==> src/hw/rtl/x86alu_pkg.sv <==
// ----------------------------------------------------------------------------
// x86alu_pkg
// Shared types and constants for the 16-bit x86 ALU and register file.
// ----------------------------------------------------------------------------
package x86alu_pkg;

    // Register file: eight general words, then four segment words
    localparam int unsigned GenCount  = 8;
    localparam int unsigned SegCount  = 4;
    localparam int unsigned RegCount  = GenCount + SegCount;
    localparam int unsigned WordWidth = 16;
    localparam int unsigned AddrWidth = $clog2(RegCount);

    localparam logic [WordWidth-1:0] SignWord = 16'h8000;
    localparam logic [WordWidth-1:0] SignByte = 16'h0080;

    // Operation codes; codes 9 to 15 are undefined and do nothing
    typedef enum logic [3:0] {
        MODE_ADD = 4'd0,
        MODE_OR  = 4'd1,
        MODE_ADC = 4'd2,
        MODE_SBB = 4'd3,
        MODE_AND = 4'd4,
        MODE_SUB = 4'd5,
        MODE_XOR = 4'd6,
        MODE_CMP = 4'd7,
        MODE_MOV = 4'd8
    } mode_t;

    // Status flags
    typedef struct packed {
        logic o;
        logic s;
        logic z;
        logic a;
        logic p;
        logic c;
    } flags_t;

    // Register file address of an operand or destination word
    function automatic logic [AddrWidth-1:0] reg_addr(input logic [2:0] idx,
                                                      input logic       seg,
                                                      input logic       wide);
        logic [AddrWidth-1:0] addr;
        if (wide && seg)
        begin
            addr = AddrWidth'(GenCount) + AddrWidth'(idx[1:0]);
        end
        else if (wide)
        begin
            addr = AddrWidth'(idx);
        end
        else
        begin
            addr = AddrWidth'(idx[1:0]);
        end
        return addr;
    endfunction

endpackage

==> src/hw/rtl/x86alu_ram.sv <==
// ----------------------------------------------------------------------------
// x86alu_ram
// Generic single-port-write, single-port-read RAM with registered read data.
// ----------------------------------------------------------------------------
module x86alu_ram #(
    parameter int unsigned Width = 16,
    parameter int unsigned Depth = 16
) (
    input  logic                     clk,
    input  logic                     we,
    input  logic [$clog2(Depth)-1:0] waddr,
    input  logic [Width-1:0]         wdata,
    input  logic                     re,
    input  logic [$clog2(Depth)-1:0] raddr,
    output logic [Width-1:0]         rdata
);

    logic [Width-1:0] mem_reg [Depth];
    logic [Width-1:0] rdata_reg;

    // Write port
    always_ff @(posedge clk)
    begin
        if (we)
        begin
            mem_reg[waddr] <= wdata;
        end
    end

    // Registered read; old data on a same-address write
    always_ff @(posedge clk)
    begin
        if (re)
        begin
            rdata_reg <= mem_reg[raddr];
        end
    end

    assign rdata = rdata_reg;

endmodule

==> src/hw/rtl/x86alu_alu.sv <==
// ----------------------------------------------------------------------------
// x86alu_alu
// Operation datapath: operand selection, result, flags and word merge.
// ----------------------------------------------------------------------------
module x86alu_alu import x86alu_pkg::*; (
    input  logic [3:0]           mode,
    input  logic                 is_wide,
    input  logic                 dst_high,
    input  logic                 src_high,
    input  logic                 src_is_immediate,
    input  logic [WordWidth-1:0] immediate_value,
    input  logic [WordWidth-1:0] dst_word,
    input  logic [WordWidth-1:0] src_word,
    input  flags_t               flags_in,
    output logic                 wr_en,
    output logic                 flags_en,
    output logic [WordWidth-1:0] word_out,
    output flags_t               flags_out
);

    logic [WordWidth-1:0] a;
    logic [WordWidth-1:0] b;
    logic [WordWidth-1:0] res;
    logic [WordWidth-1:0] sign_mask;
    logic [WordWidth:0]   add_sum;
    logic [WordWidth:0]   sub_dif;
    logic [WordWidth:0]   r;
    logic                 is_sub;

    // Operands at operand width; byte registers 4 to 7 are high halves
    always_comb
    begin
        if (is_wide)
        begin
            a = dst_word;
            b = src_is_immediate ? immediate_value : src_word;
        end
        else
        begin
            a = {8'h00, dst_high ? dst_word[15:8] : dst_word[7:0]};
            if (src_is_immediate)
            begin
                b = {8'h00, immediate_value[7:0]};
            end
            else
            begin
                b = {8'h00, src_high ? src_word[15:8] : src_word[7:0]};
            end
        end
    end

    assign add_sum   = {1'b0, a} + {1'b0, b};
    assign sub_dif   = {1'b0, a} - {1'b0, b};
    assign sign_mask = is_wide ? SignWord : SignByte;

    // Result select
    always_comb
    begin
        r        = '0;
        wr_en    = 1'b1;
        flags_en = 1'b0;
        is_sub   = 1'b0;
        unique case (mode_t'(mode))
            MODE_ADD:
            begin
                r        = add_sum;
                flags_en = 1'b1;
            end
            MODE_OR:  r = {1'b0, a | b};
            MODE_ADC: r = add_sum + (WordWidth+1)'(flags_in.c);
            MODE_SBB: r = sub_dif - (WordWidth+1)'(flags_in.c);
            MODE_AND: r = {1'b0, a & b};
            MODE_SUB:
            begin
                r        = sub_dif;
                flags_en = 1'b1;
                is_sub   = 1'b1;
            end
            MODE_XOR: r = {1'b0, a ^ b};
            MODE_CMP:
            begin
                r        = sub_dif;
                flags_en = 1'b1;
                is_sub   = 1'b1;
                wr_en    = 1'b0;
            end
            MODE_MOV: r = {1'b0, b};
            default:  wr_en = 1'b0;
        endcase
    end

    assign res = is_wide ? r[WordWidth-1:0] : {8'h00, r[7:0]};

    // Flags for ADD, SUB and CMP
    always_comb
    begin
        flags_out = flags_in;
        if (flags_en)
        begin
            if (is_sub)
            begin
                flags_out.c = sub_dif[WordWidth];
                flags_out.o = |((a ^ b) & (a ^ res) & sign_mask);
            end
            else
            begin
                flags_out.c = is_wide ? add_sum[WordWidth] : add_sum[8];
                flags_out.o = |((a ^ res) & (b ^ res) & sign_mask);
            end
            flags_out.a = a[4] ^ b[4] ^ res[4];
            flags_out.s = |(res & sign_mask);
            flags_out.z = (res == '0);
            flags_out.p = ~^res[7:0];
        end
    end

    // Merge result into the whole destination word
    always_comb
    begin
        if (!wr_en)
        begin
            word_out = dst_word;
        end
        else if (is_wide)
        begin
            word_out = res;
        end
        else if (dst_high)
        begin
            word_out = {res[7:0], dst_word[7:0]};
        end
        else
        begin
            word_out = {dst_word[15:8], res[7:0]};
        end
    end

endmodule

==> src/hw/rtl/x86_16bit_alu_regfile_execute.sv <==
// ----------------------------------------------------------------------------
// x86_16bit_alu_regfile_execute
// 16-bit x86 ALU with general and segment register file and status flags.
//
//  Channel | Handshake            | Word
//  --------+----------------------+-----------------------------------------
//  in      | in_valid / in_ready  | mode, indexes, markers, immediate_value
//  out     | out_valid / out_ready| value_before, value_after, six flags
//
// One word per cycle sustained while out_ready holds; out_valid rises as the
// operate stage advances. The accepting edge reads both operand words from
// the RAMs; the operate stage then computes, writes back and loads the output register.
// A write at the edge where the next word is read is forwarded.
// Reset clears the entry valid bits and flags; unwritten entries read zero.
// A stalled output holds the operate stage, then in_ready drops.
// ----------------------------------------------------------------------------
module x86_16bit_alu_regfile_execute import x86alu_pkg::*; (
    input  logic        clk,
    input  logic        rst_n,
    input  logic        in_valid,
    output logic        in_ready,
    input  logic [3:0]  mode,
    input  logic [2:0]  dst_index,
    input  logic        dst_is_segment,
    input  logic [2:0]  src_index,
    input  logic        src_is_segment,
    input  logic        src_is_immediate,
    input  logic        is_wide,
    input  logic [15:0] immediate_value,
    output logic        out_valid,
    input  logic        out_ready,
    output logic [15:0] value_before,
    output logic [15:0] value_after,
    output logic        carry_flag,
    output logic        parity_flag,
    output logic        aux_flag,
    output logic        zero_flag,
    output logic        sign_flag,
    output logic        overflow_flag
);

    logic                 in_acc;
    logic [AddrWidth-1:0] rd_daddr;
    logic [AddrWidth-1:0] rd_saddr;

    // Operate stage
    logic                 s1_vld_reg;
    logic [3:0]           s1_mode_reg;
    logic                 s1_wide_reg;
    logic                 s1_dhigh_reg;
    logic                 s1_shigh_reg;
    logic                 s1_imm_sel_reg;
    logic [WordWidth-1:0] s1_imm_reg;
    logic [AddrWidth-1:0] s1_daddr_reg;
    logic [AddrWidth-1:0] s1_saddr_reg;
    logic                 s1_dvld_reg;
    logic                 s1_svld_reg;
    logic                 s1_adv;

    // Register file state
    logic [RegCount-1:0]  ent_vld_reg;
    logic                 fwd_vld_reg;
    logic [AddrWidth-1:0] fwd_addr_reg;
    logic [WordWidth-1:0] fwd_data_reg;
    flags_t               flags_reg;

    logic [WordWidth-1:0] ram_dword;
    logic [WordWidth-1:0] ram_sword;
    logic [WordWidth-1:0] dst_word;
    logic [WordWidth-1:0] src_word;
    logic                 wr_en;
    logic                 flags_en;
    logic                 wr_fire;
    logic [WordWidth-1:0] word_out;
    flags_t               flags_next;

    // Output register
    logic                 o_vld_reg;
    logic                 o_vld_next;
    logic [WordWidth-1:0] o_before_reg;
    logic [WordWidth-1:0] o_after_reg;
    flags_t               o_flags_reg;

    assign s1_adv   = s1_vld_reg && (!o_vld_reg || out_ready);
    assign in_ready = !s1_vld_reg || s1_adv;
    assign in_acc   = in_valid && in_ready;
    assign rd_daddr = reg_addr(dst_index, dst_is_segment, is_wide);
    assign rd_saddr = reg_addr(src_index, src_is_segment, is_wide);
    assign wr_fire  = s1_adv && wr_en;

    // Two copies of the register file, one per operand read
    x86alu_ram #(
        .Width (WordWidth),
        .Depth (RegCount)
    ) u_ram_dst (
        .clk   (clk),
        .we    (wr_fire),
        .waddr (s1_daddr_reg),
        .wdata (word_out),
        .re    (in_acc),
        .raddr (rd_daddr),
        .rdata (ram_dword)
    );

    x86alu_ram #(
        .Width (WordWidth),
        .Depth (RegCount)
    ) u_ram_src (
        .clk   (clk),
        .we    (wr_fire),
        .waddr (s1_daddr_reg),
        .wdata (word_out),
        .re    (in_acc),
        .raddr (rd_saddr),
        .rdata (ram_sword)
    );

    // Operand words: forward the write that coincided with the read
    always_comb
    begin
        if (fwd_vld_reg && (fwd_addr_reg == s1_daddr_reg))
        begin
            dst_word = fwd_data_reg;
        end
        else
        begin
            dst_word = s1_dvld_reg ? ram_dword : '0;
        end
        if (fwd_vld_reg && (fwd_addr_reg == s1_saddr_reg))
        begin
            src_word = fwd_data_reg;
        end
        else
        begin
            src_word = s1_svld_reg ? ram_sword : '0;
        end
    end

    x86alu_alu u_alu (
        .mode             (s1_mode_reg),
        .is_wide          (s1_wide_reg),
        .dst_high         (s1_dhigh_reg),
        .src_high         (s1_shigh_reg),
        .src_is_immediate (s1_imm_sel_reg),
        .immediate_value  (s1_imm_reg),
        .dst_word         (dst_word),
        .src_word         (src_word),
        .flags_in         (flags_reg),
        .wr_en            (wr_en),
        .flags_en         (flags_en),
        .word_out         (word_out),
        .flags_out        (flags_next)
    );

    assign o_vld_next = s1_adv || (o_vld_reg && !out_ready);

    // Control state
    always_ff @(posedge clk or negedge rst_n)
    begin
        if (!rst_n)
        begin
            s1_vld_reg  <= 1'b0;
            o_vld_reg   <= 1'b0;
            ent_vld_reg <= '0;
            fwd_vld_reg <= 1'b0;
            flags_reg   <= '0;
        end
        else
        begin
            if (in_acc)
            begin
                s1_vld_reg <= 1'b1;
            end
            else if (s1_adv)
            begin
                s1_vld_reg <= 1'b0;
            end
            o_vld_reg <= o_vld_next;
            if (wr_fire)
            begin
                ent_vld_reg[s1_daddr_reg] <= 1'b1;
                fwd_vld_reg               <= 1'b1;
            end
            if (s1_adv && flags_en)
            begin
                flags_reg <= flags_next;
            end
        end
    end

    // Payload registers
    always_ff @(posedge clk)
    begin
        if (in_acc)
        begin
            s1_mode_reg    <= mode;
            s1_wide_reg    <= is_wide;
            s1_dhigh_reg   <= !is_wide && dst_index[2];
            s1_shigh_reg   <= !is_wide && src_index[2];
            s1_imm_sel_reg <= src_is_immediate;
            s1_imm_reg     <= immediate_value;
            s1_daddr_reg   <= rd_daddr;
            s1_saddr_reg   <= rd_saddr;
            s1_dvld_reg    <= ent_vld_reg[rd_daddr];
            s1_svld_reg    <= ent_vld_reg[rd_saddr];
        end
        if (wr_fire)
        begin
            fwd_addr_reg <= s1_daddr_reg;
            fwd_data_reg <= word_out;
        end
        if (s1_adv)
        begin
            o_before_reg <= dst_word;
            o_after_reg  <= word_out;
            o_flags_reg  <= flags_en ? flags_next : flags_reg;
        end
    end

    assign out_valid     = o_vld_reg;
    assign value_before  = o_before_reg;
    assign value_after   = o_after_reg;
    assign carry_flag    = o_flags_reg.c;
    assign parity_flag   = o_flags_reg.p;
    assign aux_flag      = o_flags_reg.a;
    assign zero_flag     = o_flags_reg.z;
    assign sign_flag     = o_flags_reg.s;
    assign overflow_flag = o_flags_reg.o;

    // Checks
    a_wr_in_range: assert property (@(posedge clk) disable iff (!rst_n)
        wr_fire |-> (s1_daddr_reg < AddrWidth'(RegCount)))
        else $error("register file write beyond last entry");

    a_cmp_no_write: assert property (@(posedge clk) disable iff (!rst_n)
        (s1_vld_reg && (s1_mode_reg == MODE_CMP)) |-> !wr_en)
        else $error("compare wrote its destination");

    a_out_from_stage: assert property (@(posedge clk) disable iff (!rst_n)
        $rose(o_vld_reg) |-> $past(s1_vld_reg))
        else $error("output word without an operate stage word");

    a_stall_full: assert property (@(posedge clk) disable iff (!rst_n)
        !in_ready |-> (s1_vld_reg && o_vld_reg && !out_ready))
        else $error("input stalled with room in the pipeline");

endmodule
==> config.mk <==
export PLATFORM = sky130hd
export DESIGN_NAME = x86_16bit_alu_regfile_execute
export DESIGN_NICKNAME = d
export VERILOG_FILES = /design/src/hw/rtl/x86alu_pkg.sv /design/src/hw/rtl/x86alu_ram.sv /design/src/hw/rtl/x86alu_alu.sv /design/src/hw/rtl/x86_16bit_alu_regfile_execute.sv
export SDC_FILE = /design/constraint.sdc
export NUM_CORES = 1
export LEC_CHECK = 0
export BUFFER_PORTS_ARGS = -buffer_cell sky130_fd_sc_hd__buf_2
export CAP_MARGIN = 15
export CORE_ASPECT_RATIO = 2
export CORE_MARGIN = 3
export CORE_UTILIZATION = 57
export CTS_CLUSTER_DIAMETER = 200
export DETAILED_ROUTE_END_ITERATION = 8
export HOLD_SLACK_MARGIN = 0.12
export PLACE_DENSITY = 0.73
export SETUP_SLACK_MARGIN = 0.02
export SLEW_MARGIN = 15
export SYNTH_ARGS = -nofsm -noshare
export SYNTH_HDL_FRONTEND = slang
export SYNTH_SLANG_ARGS = --single-unit
==> constraint.sdc <==
create_clock -name clk -period 5.4 [get_ports clk]
set_clock_uncertainty 0.1 [all_clocks]
set_input_delay 1.62 -clock clk [delete_from_list [all_inputs] [get_ports clk]]
set_output_delay 1.62 -clock clk [all_outputs]
set_load 0.05 [all_outputs]
==> run metrics <==
post-synth top area cell=edfxtp_1; std cell rows=93; setup ws final=-0.296 ns; RSZ-0062 raised after global routing=yes; Synth Warn #=0; GR Overflow Total=0; Vias/cell=6.66; met1 usage=36.4%; DR vias=15441; violation count after the first detailed-route iteration=1535; max reg flops=176; status=finished with violations; post-synthesis area per instance=12.6 um^2; total I/O pin count=74; FF-to-FF End=zero_flag; share of layout cells above drive strength 1=42.1%; root buffer cell=clkbuf_16; Startpoint Class=flop; Worst Path Arrival=6.01 ns; Die Wd=~130 um; # nets final=1959; sequential-to-total area share from yosys stat=53.3%; Area growth, synth to finish=30.2%; hold path endpoint=ent_vld_reg[1]; Lkg Pwr=9.43 nW; fmax=0.176 GHz; Initial Util=58.1%; R2R Setup Slk=-0.30 ns; FF-to-FF Start=fwd_addr_reg[0]; VDD IR max=327 uV; TritonCTS clock tree=done; violated checks=setup timing; synthesis-stage register bit count=~340; Clock Sinks=between 300 and 400; Die Span Y=263 um; Final Hold Viols=0; kind of critical path=flop to flop; R2R cell count=23; Total GRT Usage=37.1%; top-area cell type share of the netlist area=roughly half; First-pass DRT Iterations=6; HP Start=ent_vld_reg[1]; Worst Max-Slew Pin Slew=1.43 ns; setup tns final=-16.63 ns; met3 GRT Util=under 10%; fin. max-slew vios=0; initial antenna violation count=3; vias in the first global route=between 15000 and 20000; met2 usage=63.9%; port bufs=73; Detail Route Antenna Nets=0; DRC=0; first-pass GRT wire length=96200 um; Hold Path Class=flop to flop; WL/cell=29.0 um; top cells by area, synth=edfxtp_1 (51%), mux4_2 (12%), ha_1 (3.8%), a21oi_1 (2.8%), dfrtp_1 (2.8%); Mapped Area=18800 um^2; total CTS buffers=29; Final Critical Period=5.70 ns; H-tree lvl count=1; Post-synth EDFFs=316; Yosys cell types=86; Worst EP required=around 5.7 ns; main flop type after synthesis=edfxtp_1; Syn Inst Count=1489; top-count cell post-synth=edfxtp_1; Power Density=331 nW/um^2; WHS Path Cells=1; worst skew pair latency=0.57 ns; placed wire-length estimate=approximately 45000 um; clock transition at the registers of the reported paths=about 0.070 ns; CP Capture Type=flop; synth cell count leaders=edfxtp_1 (316), nand2_1 (133), nor2_1 (125); Die Area=35300 um^2; pin count of the biggest net entering global routing=53; Tcrit/Tclk final=105%; final setup vio count=about 120; Post-Route WL=67300 um; Clock Path Buffers=3; grt peak-use layer=met2; crit path max fanout=5; Max Cap Viol=0; relative slew slack=under 10%; Power Total=8.10 mW; total core area=32300 um^2; Post-synth ARST share=roughly 6.2%; RePlAce Congestion=between 1 and 1.5; syn_nets=1582
-- how the worst max path moves through the flow --
stage	start	endpoint	slack, ns	depth (start not counted)
after floorplan	fwd_addr_reg[0]	sign_flag	0.03	20
after global placement	fwd_addr_reg[0]	zero_flag	-1.07	24
after detailed placement	fwd_addr_reg[0]	zero_flag	-1.18	24
after CTS	fwd_addr_reg[0]	zero_flag	-0.07	25
after global routing	fwd_addr_reg[0]	u_ram_dst.mem_reg[7][15]	-0.40	24
final	fwd_addr_reg[0]	zero_flag	-0.30	23
-- power breakdown --
| part | switching (mW) | internal [mW] |
|---|---|---|
| Sequential | 0.0875 | 3.10 |
| Combinational | 1.62 | 1.25 |
| Clock | 0.943 | 1.09 |
-- per-layer routing --
metal,wire (um),vias up
li1,-,6448
met1,19700,7600
met2,33700,965
met3,5210,428
met4,8640,0
met5,0,-
-- per-stage QoR --
step           instance area (um^2)  setup WS (ns)  util [%]  cells  hold WS (ns)
2_1_floorplan                 18800         0.0252         -   1489         0.350
3_3_place_gp                  21700          -1.07      67.1   2198         0.366
3_5_place_dp                  21700          -1.18      67.1   2198         0.377
4_1_cts                       23500        -0.0739      72.7   2290         0.395
5_1_grt                       24400         -0.396      75.6   2317         0.405
6_report                      24400         -0.296      75.6   2318         0.393
-- critical path: stages, from the launching register on --
cell,delay [ns]
edfxtp_1,0.40
a222oi_1,0.39
nor4b_4,0.29
buf_6,0.17
buf_6,0.12
nand2_2,0.05
o211ai_1,0.26
o21ai_2,0.22
o21ai_2,0.25
inv_2,0.10
fa_2,0.37
nand2b_4,0.17
a211oi_2,0.18
buf_4,0.19
o32ai_4,0.11
o31ai_4,0.29
xnor2_2,0.11
buf_4,0.16
a222oi_1,0.40
nor2b_2,0.26
a31oi_4,0.13
nor4_4,0.39
nand4b_1,0.22
o21ai_1,0.20
-- placed cells by master (no fill, tap or decap), types with 9 or more instances in the layout --
master     count
o21ai_0       41
mux4_2       102
o211ai_1      16
ha_4           9
dfrtp_1       21
xor2_1        13
nand2_1      127
inv_1         59
a21oi_2       13
nor2_1       113
nor2_2        10
nand2b_1      18
o21ai_1       13
buf_4        314
clkbuf_16     30
edfxtp_1     316
nand3_1       10
nor2b_1       11
xnor2_2       11
or2_2         19
buf_6         33
buf_2         71
ha_1          42
nor3_1        11
mux2i_1       43
a21oi_1       88
xnor2_1       18
o21ai_2       16
-- cell families (layout without fill, tap and decap cells) --
| family | count (synthesis) | in the layout | share of synthesized area [%] |
|---|---|---|---|
| AO/OA/AOI/OAI | 324 | 325 | 11.3 |
| XOR/XNOR | 50 | 50 | 2.37 |
| adder cells (fa/ha/maj) | 59 | 59 | 4.01 |
| buffers and inverters | 147 | 545 | 3.09 |
| flip-flops | 337 | 337 | 53.3 |
| multiplexers | 154 | 154 | 15.0 |
| other | 0 | 3 | 0 |
| AND/OR/NAND/NOR | 418 | 418 | 10.9 |
-- layout make-up --
| cell class | instances | area, um^2 |
|---|---|---|
| sequential | 337 | 10000 |
| antenna | 3 | 7.51 |
| timing repair buffer | 427 | 3290 |
| multi-input combinational | 1006 | 9420 |
| fill | 2077 | 7910 |
| clock inverter | 20 | 180 |
| tap | 427 | 534 |
| clock buffer | 33 | 741 |
| inverter | 65 | 248 |
-- what timing repair did --
item / 4_1_cts / 5_1_grt
pin swaps: 41 / 39
endpoints found under the setup margin: 221 / 192
gates cloned: 4 / 5
setup buffers: 37 / 22
hold buffers: 0 / 0
gates resized for setup: 134 / 144
No activity file was read; power rests on OpenSTA's default activity.
